$ cat config.mk
export PLATFORM = sky130hd
export DESIGN_NAME = piecewise_linear_membership_core
export DESIGN_NICKNAME = d
export VERILOG_FILES = /design/src/rtl/core/plm_pkg.sv /design/src/rtl/core/plm_cell.sv /design/src/rtl/core/plm_div.sv /design/src/rtl/core/piecewise_linear_membership_core.sv
export SDC_FILE = /design/constraint.sdc
export NUM_CORES = 2
export LEC_CHECK = 0
export BUFFER_PORTS_ARGS = -buffer_cell sky130_fd_sc_hd__clkbuf_2
export CORE_AREA = 10 10 324 326
export CTS_BUF_LIST = sky130_fd_sc_hd__clkbuf_16
export DETAILED_ROUTE_END_ITERATION = 16
export DIE_AREA = 0 0 334 336
export PLACE_DENSITY = 0.76
export SLEW_MARGIN = 20
export SYNTH_ARGS = -nofsm -noshare
export SYNTH_HDL_FRONTEND = slang
export SYNTH_SLANG_ARGS = --single-unit
$ cat constraint.sdc
create_clock -name clk -period 8.6 [get_ports clk]
set_clock_uncertainty 0.05 [all_clocks]
set_input_delay 1.29 -clock clk [delete_from_list [all_inputs] [get_ports clk]]
set_output_delay 1.29 -clock clk [all_outputs]
set_load 0.005 [all_outputs]
$ cat src/rtl/core/plm_pkg.sv
// Shared types and constants for the piecewise linear membership core.
`timescale 1ns / 1ps
`default_nettype none
package plm_pkg;
  localparam int MAX_POINTS_D = 16;
  localparam int X_WIDTH_D    = 16;
  localparam int Y_WIDTH_D    = 16;

  localparam logic [1:0] OP_INSERT = 2'd0;
  localparam logic [1:0] OP_EVAL   = 2'd1;
  localparam logic [1:0] OP_CLEAR  = 2'd2;
  localparam logic [1:0] OP_NONE   = 2'd3;

  localparam logic [1:0] STAT_OK    = 2'd0;
  localparam logic [1:0] STAT_FULL  = 2'd1;
  localparam logic [1:0] STAT_EMPTY = 2'd2;

  typedef enum logic [2:0] {
    S_IDLE,
    S_MUL,
    S_LOAD,
    S_DIV,
    S_OUT
  } plm_state_t;

  typedef struct packed {
    logic ins;     // insert strobe for this cell
    logic valid;   // cell holds a stored point
    logic at_end;  // cell is the first free slot
  } plm_cell_ctl_t;
endpackage
`default_nettype wire

$ cat src/rtl/core/plm_cell.sv
// One breakpoint cell of the sorted chain.
`timescale 1ns / 1ps
`default_nettype none
module plm_cell
  import plm_pkg::*;
#(
  parameter int X_WIDTH = X_WIDTH_D,
  parameter int Y_WIDTH = Y_WIDTH_D
) (
  input  wire                        clk,
  input  wire plm_cell_ctl_t         ctl,
  input  wire logic signed [X_WIDTH-1:0] left_x,
  input  wire logic signed [Y_WIDTH-1:0] left_y,
  input  wire logic                  left_gt,
  input  wire logic signed [X_WIDTH-1:0] px,
  input  wire logic signed [Y_WIDTH-1:0] py,
  input  wire logic signed [X_WIDTH-1:0] qx,
  output logic signed [X_WIDTH-1:0]  x,
  output logic signed [Y_WIDTH-1:0]  y,
  output logic                       gt,
  output logic                       ge
);
  logic signed [X_WIDTH-1:0] x_r;
  logic signed [Y_WIDTH-1:0] y_r;
  logic                      load;

  assign gt   = ctl.valid && (x_r > px);
  assign ge   = ctl.valid && (x_r >= qx);
  assign load = ctl.ins && (gt || ctl.at_end);
  assign x    = x_r;
  assign y    = y_r;

  // Shift right from the neighbor when it also moves, else take the new point.
  always_ff @(posedge clk) begin
    if (load) begin
      x_r <= left_gt ? left_x : px;
      y_r <= left_gt ? left_y : py;
    end
  end
endmodule
`default_nettype wire

$ cat src/rtl/core/plm_div.sv
// Restoring divider, one quotient bit per cycle.
`timescale 1ns / 1ps
`default_nettype none
module plm_div #(
  parameter int NW = 33,
  parameter int DW = 16
) (
  input  wire logic          clk,
  input  wire logic          rst_n,
  input  wire logic          start,
  input  wire logic [NW-1:0] num,
  input  wire logic [DW-1:0] den,
  output logic [NW-1:0]      quo,
  output logic               done
);
  localparam int KW = $clog2(NW + 1);

  logic          busy_r, done_r;
  logic [KW-1:0] cnt_r;
  logic [NW-1:0] num_r, quo_r;
  logic [DW-1:0] den_r, rem_r;
  logic [DW:0]   rem_sh;
  logic          fit;

  assign rem_sh = {rem_r, num_r[NW-1]};
  assign fit    = rem_sh >= {1'b0, den_r};

  always_ff @(posedge clk) begin
    if (!rst_n) begin
      busy_r <= 1'b0;
      done_r <= 1'b0;
      cnt_r  <= '0;
    end else begin
      done_r <= 1'b0;
      if (start) begin
        busy_r <= 1'b1;
        cnt_r  <= '0;
      end else if (busy_r) begin
        cnt_r <= cnt_r + 1'b1;
        if (cnt_r == KW'(NW - 1)) begin
          busy_r <= 1'b0;
          done_r <= 1'b1;
        end
      end
    end
  end

  always_ff @(posedge clk) begin
    if (start) begin
      num_r <= num;
      den_r <= den;
      rem_r <= '0;
      quo_r <= '0;
    end else if (busy_r) begin
      num_r <= {num_r[NW-2:0], 1'b0};
      rem_r <= fit ? DW'(rem_sh - {1'b0, den_r}) : rem_sh[DW-1:0];
      quo_r <= {quo_r[NW-2:0], fit};
    end
  end

  assign quo  = quo_r;
  assign done = done_r;
endmodule
`default_nettype wire

$ cat src/rtl/core/piecewise_linear_membership_core.sv
// Top level: breakpoint cell chain, evaluation sequencer and result register.
//
//   channel | handshake            | fields
//   in      | in_valid, in_stall   | in_op, in_point_x, in_point_y, in_query_x
//   out     | out_valid, out_stall | out_membership, out_in_range, out_status, out_point_count
//
// Insert, clear, and evaluations that need no interpolation load the result straight from idle.
// An interpolating evaluate steps through S_MUL, S_LOAD, S_DIV and S_OUT:
// the registered multiply, then the bit-serial divider, then the result load.
// Reset clears the point count and the result valid flag; the table needs none.
// A stalled result holds off the next input transfer; an interpolating
// evaluate also waits in its last state until the result register is free.
`timescale 1ns / 1ps
`default_nettype none
module piecewise_linear_membership_core
  import plm_pkg::*;
#(
  parameter int MAX_POINTS = MAX_POINTS_D,
  parameter int X_WIDTH    = X_WIDTH_D,
  parameter int Y_WIDTH    = Y_WIDTH_D,
  parameter int CW         = $clog2(MAX_POINTS + 1)
) (
  input  wire logic                      clk,
  input  wire logic                      rst_n,
  input  wire logic                      in_valid,
  output logic                           in_stall,
  input  wire logic [1:0]                in_op,
  input  wire logic signed [X_WIDTH-1:0] in_point_x,
  input  wire logic signed [Y_WIDTH-1:0] in_point_y,
  input  wire logic signed [X_WIDTH-1:0] in_query_x,
  output logic                           out_valid,
  input  wire logic                      out_stall,
  output logic signed [Y_WIDTH-1:0]      out_membership,
  output logic                           out_in_range,
  output logic [1:0]                     out_status,
  output logic [CW-1:0]                  out_point_count
);
  localparam int NW = Y_WIDTH + 1 + X_WIDTH;

  plm_state_t state_r, state_nxt;
  logic [CW-1:0] cnt_r, cnt_nxt;
  logic take, out_free, ins_en;

  logic signed [X_WIDTH-1:0] cx [MAX_POINTS];
  logic signed [Y_WIDTH-1:0] cy [MAX_POINTS];
  logic [MAX_POINTS-1:0] gt, ge;
  plm_cell_ctl_t ctl [MAX_POINTS];

  assign out_free = !(out_valid && out_stall);
  assign in_stall = (state_r != S_IDLE) || !out_free;
  assign take     = in_valid && !in_stall;
  assign ins_en   = take && (in_op == OP_INSERT) && (cnt_r < CW'(MAX_POINTS));

  for (genvar i = 0; i < MAX_POINTS; i++) begin : g_cell
    assign ctl[i].ins    = ins_en;
    assign ctl[i].valid  = CW'(i) < cnt_r;
    assign ctl[i].at_end = CW'(i) == cnt_r;
    if (i == 0) begin : g_head
      plm_cell #(.X_WIDTH(X_WIDTH), .Y_WIDTH(Y_WIDTH)) u_cell (
        .clk, .ctl(ctl[i]), .left_x(in_point_x), .left_y(in_point_y), .left_gt(1'b0),
        .px(in_point_x), .py(in_point_y), .qx(in_query_x),
        .x(cx[i]), .y(cy[i]), .gt(gt[i]), .ge(ge[i]));
    end else begin : g_body
      plm_cell #(.X_WIDTH(X_WIDTH), .Y_WIDTH(Y_WIDTH)) u_cell (
        .clk, .ctl(ctl[i]), .left_x(cx[i-1]), .left_y(cy[i-1]), .left_gt(gt[i-1]),
        .px(in_point_x), .py(in_point_y), .qx(in_query_x),
        .x(cx[i]), .y(cy[i]), .gt(gt[i]), .ge(ge[i]));
    end
  end

  // Bracket select: first cell at or above the query, with its left neighbor.
  logic signed [X_WIDTH-1:0] xl, xr;
  logic signed [Y_WIDTH-1:0] yl, yr;
  logic rng;
  always_comb begin
    xl = '0; xr = '0; yl = '0; yr = '0;
    for (int i = 1; i < MAX_POINTS; i++) begin
      if (ge[i] && !ge[i-1]) begin
        xl = xl | cx[i-1];
        xr = xr | cx[i];
        yl = yl | cy[i-1];
        yr = yr | cy[i];
      end
    end
  end
  assign rng = (cx[0] <= in_query_x) && (|ge);

  logic signed [Y_WIDTH:0]   dy;
  logic signed [Y_WIDTH-1:0] yl_r;
  logic [Y_WIDTH:0]          ady_r;
  logic [X_WIDTH-1:0]        dx_r, span_r;
  logic                      neg_r;
  logic [NW-1:0]             prod_r, quo;
  logic                      div_done;
  assign dy = $signed({yr[Y_WIDTH-1], yr}) - $signed({yl[Y_WIDTH-1], yl});

  plm_div #(.NW(NW), .DW(X_WIDTH)) u_div (
    .clk, .rst_n, .start(state_r == S_LOAD), .num(prod_r), .den(span_r),
    .quo, .done(div_done));

  logic signed [Y_WIDTH+1:0] res;
  logic signed [Y_WIDTH-1:0] sat;
  localparam logic signed [Y_WIDTH+1:0] YMAX = (Y_WIDTH+2)'((1 << (Y_WIDTH - 1)) - 1);
  localparam logic signed [Y_WIDTH+1:0] YMIN = -YMAX - 1;
  always_comb begin
    res = neg_r ? ((Y_WIDTH+2)'(yl_r) - $signed({1'b0, quo[Y_WIDTH:0]}))
                : ((Y_WIDTH+2)'(yl_r) + $signed({1'b0, quo[Y_WIDTH:0]}));
    if (res > YMAX)      sat = YMAX[Y_WIDTH-1:0];
    else if (res < YMIN) sat = YMIN[Y_WIDTH-1:0];
    else                 sat = res[Y_WIDTH-1:0];
  end

  logic                      ld;
  logic signed [Y_WIDTH-1:0] m_nxt;
  logic                      r_nxt;
  logic [1:0]                s_nxt;
  logic                      bracket;

  always_comb begin
    state_nxt = state_r;
    cnt_nxt   = cnt_r;
    ld        = 1'b0;
    m_nxt     = '0;
    r_nxt     = 1'b0;
    s_nxt     = STAT_OK;
    bracket   = 1'b0;
    case (state_r)
      S_IDLE: begin
        if (take) begin
          ld = 1'b1;
          case (in_op)
            OP_INSERT: begin
              if (cnt_r < CW'(MAX_POINTS)) cnt_nxt = cnt_r + 1'b1;
              else                         s_nxt   = STAT_FULL;
            end
            OP_EVAL: begin
              if (cnt_r == '0) begin
                s_nxt = STAT_EMPTY;
              end else begin
                r_nxt = rng;
                if (rng && !ge[0]) begin
                  ld        = 1'b0;
                  bracket   = 1'b1;
                  state_nxt = S_MUL;
                end
              end
            end
            OP_CLEAR: cnt_nxt = '0;
            default: ;
          endcase
        end
      end
      S_MUL:  state_nxt = S_LOAD;
      S_LOAD: state_nxt = S_DIV;
      S_DIV:  if (div_done) state_nxt = S_OUT;
      S_OUT: begin
        if (out_free) begin
          ld        = 1'b1;
          m_nxt     = sat;
          r_nxt     = 1'b1;
          state_nxt = S_IDLE;
        end
      end
      default: state_nxt = S_IDLE;
    endcase
  end

  always_ff @(posedge clk) begin
    if (!rst_n) begin
      state_r   <= S_IDLE;
      cnt_r     <= '0;
      out_valid <= 1'b0;
    end else begin
      state_r <= state_nxt;
      cnt_r   <= cnt_nxt;
      if (ld)             out_valid <= 1'b1;
      else if (!out_stall) out_valid <= 1'b0;
    end
  end

  always_ff @(posedge clk) begin
    if (bracket) begin
      yl_r   <= yl;
      neg_r  <= dy < 0;
      ady_r  <= (dy < 0) ? (Y_WIDTH+1)'(-dy) : dy;
      dx_r   <= X_WIDTH'(in_query_x - xl);
      span_r <= X_WIDTH'(xr - xl);
    end
    if (state_r == S_MUL) prod_r <= NW'(ady_r) * NW'(dx_r);
    if (ld) begin
      out_membership  <= m_nxt;
      out_in_range    <= r_nxt;
      out_status      <= s_nxt;
      out_point_count <= cnt_nxt;
    end
  end

  a_count_bound: assert property (@(posedge clk) disable iff (!rst_n)
    cnt_r <= CW'(MAX_POINTS))
    else $error("point count above table size");
  a_busy_stalls: assert property (@(posedge clk) disable iff (!rst_n)
    (state_r != S_IDLE) |-> in_stall)
    else $error("input taken during evaluation");
  a_div_to_out: assert property (@(posedge clk) disable iff (!rst_n)
    (state_r == S_DIV && div_done) |=> (state_r == S_OUT))
    else $error("divider result not taken");
  a_no_div_idle: assert property (@(posedge clk) disable iff (!rst_n)
    (state_r == S_IDLE) |-> !div_done)
    else $error("divider finished with no evaluation pending");
endmodule
`default_nettype wire

* Yosys cells after proc, flatten, opt, wreduce, memory -nomap -nowiden
Cells that the tools add are included.
** Cells by class
- Reduce and logical (&&, ||, !) cells :: 114
- Bitwise gates (word level) :: 59
- $add $sub $neg :: 9
- Magnitude comparators :: 54
- Equality and inequality tests :: 29
- $mul :: 1
- Multiplexer cells :: 132
** Operators by type and width (number)
- two-way mux 16 bit :: 92
- bitwise OR 16 bit :: 56
- greater-or-equal comparator 16 bit :: 16
- greater-than comparator 16 bit :: 16
- logical AND 1 bit :: 69
- two-way mux 33 bit :: 2
- subtractor 16 bit :: 3
- equality test 4 x 5 -> 1 bit, first input constant :: 8
- < comparator 4 x 5 -> 1 bit, first input constant :: 8
- multiplier 17 x 16 -> 33 bit :: 1
- equality test 3 x 5 -> 1 bit, first input constant :: 4
- < comparator 3 x 5 -> 1 bit, first input constant :: 4
- two-way mux 1 bit :: 20
- adder 16 x 18 -> 18 bit :: 1
- greater-than comparator 18 x 16 -> 1 bit, second input constant :: 1
- < comparator 18 x 16 -> 1 bit, second input constant :: 1
- two-way mux 18 bit :: 1
- two-way mux 3 bit :: 6
- subtractor 16 x 18 -> 18 bit :: 1
- greater-or-equal comparator 17 x 16 -> 1 bit :: 1
- logical OR 1 bit :: 17
- < comparator 17 x 1 -> 1 bit, second input constant :: 1
- two-way mux 17 bit :: 1
- negation 17 bit :: 1
- other kinds (36) :: 67
** Word-level totals
- Register bits after elaboration :: 734
- Word-level logic and storage cells :: 451

* Longest topological paths before layout
- Depth in word-level cells :: 36
- Depth in mapped cells :: 29
- Depth with buffers taken out :: 27

* Hierarchy
From an unflattened synthesis, not the netlist that was laid out.
** Second synthesis, totals
- Cell total of the unflattened synthesis :: 6210
- Area, all modules :: 61302.5 um^2
** By module, submodules not included
- plm_cell :: cells an instance 200, seq. area each 960.9 um^2, area each 2122.0 um^2, instances 16
- piecewise_linear_membership_core :: cells an instance 2581, seq. area each 3873.7 um^2, area each 22497.8 um^2, instances 1
- plm_div :: cells an instance 429, seq. area each 2612.5 um^2, area each 4852.2 um^2, instances 1

* Least setup slack after synthesis
OpenSTA, ideal clock, no wires.
- Kind :: input to register
- From :: in in_query_x[15]
- To :: reg span_r[14] (data pin)
- Arrival time :: 6.730 ns
- Stages on the path :: 28
- Path slack :: 1.563 ns
- Path through :: inv_1 -> ha_1 -> nand4_1 -> or4_1 -> o211ai_1 -> mux2i_1 -> o311ai_2 -> and2_1 -> buf_2 -> buf_2 -> buf_2 -> a221oi_1 -> nand4_1 -> nor2_1 -> ha_1 -> inv_1 -> fa_1 -> a21o_1 -> a21oi_1 -> o21bai_1 -> a21oi_1 -> o21bai_1 -> a21oi_1 -> o21ai_0 -> or4_1 -> a31o_2 -> a21oi_1 -> xnor2_1
** Between the ends
- Longest elaborated chain between the ends :: 34
- Elaborated cells between the ends (all ways) :: 121
- Those cells by class :: add/sub (1); order compare (16); mux (30); bitwise (28); reduce/logical (46)
** Ends and longest elaborated chain
- from (decl) :: RTL line piecewise_linear_membership_core.sv:30 : input wire logic signed [X_WIDTH-1:0] in_query_x,
- greater-or-equal comparator 16 bit :: RTL line plm_cell.sv:28 : assign ge = ctl.valid && (x_r >= qx);
- logical AND 1 bit :: RTL line plm_cell.sv:28
- zero test 1 bit :: RTL line piecewise_linear_membership_core.sv:78 : if (ge[i] && !ge[i-1]) begin
- logical AND 1 bit :: RTL line piecewise_linear_membership_core.sv:78
- two-way mux 16 bit :: RTL line piecewise_linear_membership_core.sv:78
- bitwise OR 16 bit, on equally long branches :: RTL line piecewise_linear_membership_core.sv:80, piecewise_linear_membership_core.sv:79
- two-way mux 16 bit :: RTL line piecewise_linear_membership_core.sv:78
- bitwise OR 16 bit, on equally long branches :: RTL line piecewise_linear_membership_core.sv:80, piecewise_linear_membership_core.sv:79
- [18 not listed]
- two-way mux 16 bit :: RTL line piecewise_linear_membership_core.sv:78
- bitwise OR 16 bit, on equally long branches :: RTL line piecewise_linear_membership_core.sv:80, piecewise_linear_membership_core.sv:79
- two-way mux 16 bit :: RTL line piecewise_linear_membership_core.sv:78
- bitwise OR 16 bit, on equally long branches :: RTL line piecewise_linear_membership_core.sv:80, piecewise_linear_membership_core.sv:79
- two-way mux 16 bit :: RTL line piecewise_linear_membership_core.sv:78
- bitwise OR 16 bit, on equally long branches :: RTL line piecewise_linear_membership_core.sv:80, piecewise_linear_membership_core.sv:79
- two-way mux 16 bit :: RTL line piecewise_linear_membership_core.sv:78
- subtractor 16 bit * :: RTL line piecewise_linear_membership_core.sv:187 : span_r <= X_WIDTH'(xr - xl);
- to (signal assigned) :: RTL line piecewise_linear_membership_core.sv:187
- to (decl) :: RTL line piecewise_linear_membership_core.sv:91 : logic [X_WIDTH-1:0] dx_r, span_r;
Mark *: on every way between the ends. The rest lies on a longest branch, timed or not.
A chain may end at the register's enable or synchronous reset.

* Final worst setup path
- From :: in in_query_x[1]
- To :: reg ady_r[15] (data pin)
** Between the ends
- Longest elaborated chain between the ends :: 36
- Elaborated cells between the ends (all ways) :: 124
- Those cells by class :: add/sub (2); order compare (17); mux (31); bitwise (28); reduce/logical (46)
** Ends and longest elaborated chain
- greater-or-equal comparator 16 bit :: RTL line plm_cell.sv:28
- logical AND 1 bit :: RTL line plm_cell.sv:28
- zero test 1 bit :: RTL line piecewise_linear_membership_core.sv:78
- logical AND 1 bit :: RTL line piecewise_linear_membership_core.sv:78
- two-way mux 16 bit :: RTL line piecewise_linear_membership_core.sv:78
- bitwise OR 16 bit, on equally long branches :: RTL line piecewise_linear_membership_core.sv:82, piecewise_linear_membership_core.sv:81
- two-way mux 16 bit :: RTL line piecewise_linear_membership_core.sv:78
- bitwise OR 16 bit, on equally long branches :: RTL line piecewise_linear_membership_core.sv:82, piecewise_linear_membership_core.sv:81
- [20 not listed]
- two-way mux 16 bit :: RTL line piecewise_linear_membership_core.sv:78
- bitwise OR 16 bit, on equally long branches :: RTL line piecewise_linear_membership_core.sv:82, piecewise_linear_membership_core.sv:81
- two-way mux 16 bit :: RTL line piecewise_linear_membership_core.sv:78
- bitwise OR 16 bit, on equally long branches :: RTL line piecewise_linear_membership_core.sv:82, piecewise_linear_membership_core.sv:81
- two-way mux 16 bit :: RTL line piecewise_linear_membership_core.sv:78
- subtractor 16 x 16 -> 17 bit * :: RTL line piecewise_linear_membership_core.sv:95 : assign dy = $signed({yr[Y_WIDTH-1], yr}) - $signed({yl[Y_WIDTH-1], yl});
- negation 17 bit / < comparator 17 x 1 -> 1 bit (equally long branches) :: RTL line piecewise_linear_membership_core.sv:185 : ady_r <= (dy < 0) ? (Y_WIDTH+1)'(-dy) : dy;
- two-way mux 17 bit * :: RTL line piecewise_linear_membership_core.sv:185
- to (signal assigned) :: RTL line piecewise_linear_membership_core.sv:185
- to (decl) :: RTL line piecewise_linear_membership_core.sv:90 : logic [Y_WIDTH:0] ady_r;
Marked as above.

==> results.yml <==
place:
  hpwl_mm: 147
  io_buffers: 79
  gp_congestion: 1.03
  dp_worst_setup_slack_ns: 0.504
grt:
  grt_overflow: 0
  antenna_found_initial: 8
  gr-usage-all-layers_pct: 34.5
  grt_pass1_wl_mm: 292
  grt_max_degree: 68
  grt_pass1_vias: 46816
power_and_ir_drop:
  seqPwrFrac_pct: 46.4
  power.share.clock_pct: 43.7
  sw_frac_of_total_pct: 25.0
  powerDensity_nw_per_um2: 134
  peakVddDrop_mv: 0.151
  power_switching_w: 0.00212
  p_leak_nw: 25.8
  p_int_w: 0.00637
  power_w: 0.00849
  power_frac_comb_pct: 9.9
timing:
  hold_violations: 0
  tns_ns: 0
  max_freq_mhz: 131
  setup_slack_ns: 0.949
  fin_crit_ns: 7.65
  fin_crit_sh_pct: 89.0
  relSlewSlack_pct: 18.8
  setup_viol: 0
  rsz0062_at_grt: "false"
  drv_slew: 0
  worst_slew_pin_slew_ns: 1.21
critical_path:
  crit_type: "in2reg"
  reg2reg_depth: 22
  r2r_setup_slack_ns: 1.30
  startpoint_type: "primary input"
  endpoint_kind: "register"
  arrival_ns: 8.03
  required_ns: 8.98
  reg2reg_to: "prod_r[32]$_DFFE_PP_"
  r2r_start: "ady_r[9]$_DFFE_PP_"
  worst-path-max-fanout: 31
synthesis:
  synth_edf_count: 684
  synth_top_family_by_area: "adder cells"
  yosysWarnings: 0
  syn_area_um2: 58500
  synth-adder-area-share_pct: 22.0
  ys_seq_area_share_pct: 36.8
  synth_largest_area_cell: "edfxtp_1"
  syn_nets: 6266
  synthXorXnorAreaFrac_pct: 1.89
  synthMuxAreaShare_pct: 9.72
  synthArstFlopShare_pct: 0
  yosys.area_share.simple_pct: 11.0
  synthCells: 5311
  synth_cell_types: 86
  synth_seq_cells: 734
  synth_top_area_share_pct: 35.1
  yosys_most_used_dff: "edfxtp_1"
  post_synth_main_area_contributors: "edfxtp_1, ha_1, mux2_2"
  synth_compound_gate_area_share_pct: 14.3
  syn_area_per_cell_um2: 11.0
floorplanning:
  die_area_um2: 112000
  die_y_um: 336
  core_um2: 98100
  start_util_pct: 59.6
  fp.dieW_um: 334
  placementRows: 115
  top_level_ports: 80
detailed_routing:
  final_antenna_net_count: 0
  vias_per_cell: 7.06
  drtIter0Drc: 6915
  wl_per_cell_um: 29.6
  routed_wl_mm: 199
  drtPass1Iterations: 13
  drc: 0
  num_vias: 47472
clock_network:
  clk_path_buf_depth: 3
  cts_made_buffers: 84
  hold_buffers: 0
  path_clk_slew_ns: 0.07
  cts_root_buffer: "clkbuf_16"
  cts_sinks: 734
  cts_resized: 0
  post_cts_buffers: 0
  cts_tree: "yes"
  clkLatencyLatePin_ns: 0.71
  htree_levels: 3
cells_and_area:
  fin_nets: 6315
  drive_gt1_share_pct: 16.1
  syn2layout_area_growth_pct: 8.76
  fillCellCount: 7659
min_path:
  hold_end: "u_div.den_r[13]$_DFFE_PP_"
  min-delay-start: "span_r[13]$_DFFE_PP_"
  hp-class: "reg2reg"
  hold_depth: 0
job:
  maxCapViolations: 0
run_status:
  status: "finished, final reports clean"
flip-flops by register name, summed over array words and instances, names as in the netlist, 2 cells and up:
register	cells
g_cell.g_body.u_cell.x	240
g_cell.g_body.u_cell.y	240
prod_r	33
u_div.num_r	33
ady_r	17
u_div.quo	17
dx_r	16
g_cell.g_head.u_cell.x	16
g_cell.g_head.u_cell.y	16
out_membership	16
span_r	16
u_div.den_r	16
u_div.rem_r	16
yl_r	16
u_div.cnt_r	6
cnt_r	5
out_point_count	5
state_r	3
out_status	2
cells in the final DEF (no fill, tap or decap), types with 29 or more instances in the layout:
cell type  netlist  routed
a211oi_1        36      36
a21o_1          89      89
a21oi_1        268     254
a221oi_1        63      62
a222oi_1       148     148
a22o_1          63      63
a22oi_1         83      83
and2_1         136     133
and4_1          32      32
buf_4            6     122
clkbuf_16        0      86
clkbuf_2         0      79
dfxtp_1         50      49
edfxtp_1       684     684
fa_1           213     213
ha_1           688     688
inv_1          382     398
mux2_2         476     476
mux2i_1         29      29
nand2_1        429     429
nand2b_1        37      37
nand3_1        113     110
nand4_1        120     120
nor2_1         171     170
nor2b_1         71      70
nor3_1          40      40
o21a_1         108     108
o21ai_0        138     138
xnor2_1         83      83
xor2_1          43      43
area by class of cell:
| cell class | count | area [um^2] | share of cell area [%] |
|---|---|---|---|
| Tap cell | 1287 | 1610 | 2.53 |
| Clock inverter | 69 | 638 | 1.00 |
| Clock buffer | 86 | 2150 | 3.38 |
| Inverter | 383 | 1440 | 2.26 |
| Antenna cell | 6 | 15.0 | 0.0236 |
| Sequential cell | 734 | 21500 | 33.9 |
| Timing Repair Buffer | 204 | 1380 | 2.17 |
| Multi-Input combinational cell | 3953 | 34800 | 54.7 |
worst max-delay path: stages:
cell and delay (ns):
clkbuf_2 0.09, inv_1 0.52, ha_1 0.36, nor2b_1 0.13, o211ai_1 0.24, a2111oi_0 0.17
nor4b_1 0.34, mux2i_1 0.50, nor3b_4 0.19, buf_4 0.32, a222oi_1 0.64, nand3_1 0.17
nor2_1 0.16, and4_1 0.25, ha_1 0.24, nor2b_1 0.13, o21ai_1 0.18, a21oi_1 0.14
o41a_1 0.38, a21oi_1 0.25, o311ai_0 0.22, or2_2 0.38, nor3_1 0.23, and2_1 0.20
a31oi_1 0.10, xor2_1 0.16
layer usage:
layer | share of wire, % | global-route usage (%) | routed length (um)
met3 | 13 | 10.8 | 26800
met5 | 0.092 | 0.434 | 184
met1 | 36 | 42.8 | 72300
met4 | 6.1 | 16.9 | 12100
met2 | 44 | 54.4 | 87900
through the flow:
| step | cells | hold slack (ns) | cell area (um^2) | utilization (%) |
|---|---|---|---|---|
| after CTS | 6715 | 0.372 | 63500 | 64.7 |
| final | 6722 | 0.371 | 63600 | 64.8 |
| after detailed placement | 6560 | 0.355 | 60700 | 61.9 |
| after global routing | 6716 | 0.377 | 63600 | 64.8 |
| after floorplan | 5311 | 0.350 | 58500 | - |
| after global placement | 6560 | 0.354 | 60700 | 61.9 |
power by group through the flow:
stage / Clock [W] / Combinational (W) / Sequential (W)
5_1_grt: 0.00385 / 0.000920 / 0.00394
3_3_place_gp: 0 / 0.000786 / 0.00402
3_5_place_dp: 0 / 0.000814 / 0.00402
2_1_floorplan: 0 / 0.000574 / 0.00401
6_report: 0.00371 / 0.000838 / 0.00394
4_1_cts: 0.00373 / 0.000820 / 0.00394
cells in the mapped netlist (69+ instances only):
cell,instances
ha_1,688
edfxtp_1,684
mux2_2,476
nand2_1,429
inv_1,382
a21oi_1,268
fa_1,213
nor2_1,171
a222oi_1,148
o21ai_0,138
and2_1,136
clkbuf_1,134
nand4_1,120
nand3_1,113
o21a_1,108
a21o_1,89
a22oi_1,83
xnor2_1,83
nor2b_1,71
buf_2,69
cells by family after synthesis:
family                   after synthesis
AND/OR/NAND/NOR                     1261
flip-flops                           734
AO/OA/AOI/OAI                       1157
XOR/XNOR                             126
multiplexers                         508
buffers and inverters                624
adder cells (fa/ha/maj)              901
worst max path at each step:
stage / cells after the start / endpoint / slack [ns] / startpoint
finish: 26 / ady_r[15]$_DFFE_PP_ / 0.95 / in_query_x[1]
CTS: 26 / span_r[14]$_DFFE_PP_ / 1.21 / in_query_x[15]
floorplan: 28 / span_r[14]$_DFFE_PP_ / 1.56 / in_query_x[15]
global route: 27 / dx_r[14]$_DFFE_PP_ / 0.65 / in_query_x[15]
detailed placement: 27 / dx_r[14]$_DFFE_PP_ / 0.50 / in_query_x[15]
global placement: 26 / span_r[14]$_DFFE_PP_ / 0.59 / in_query_x[15]
(Power assumes the default switching activity.)
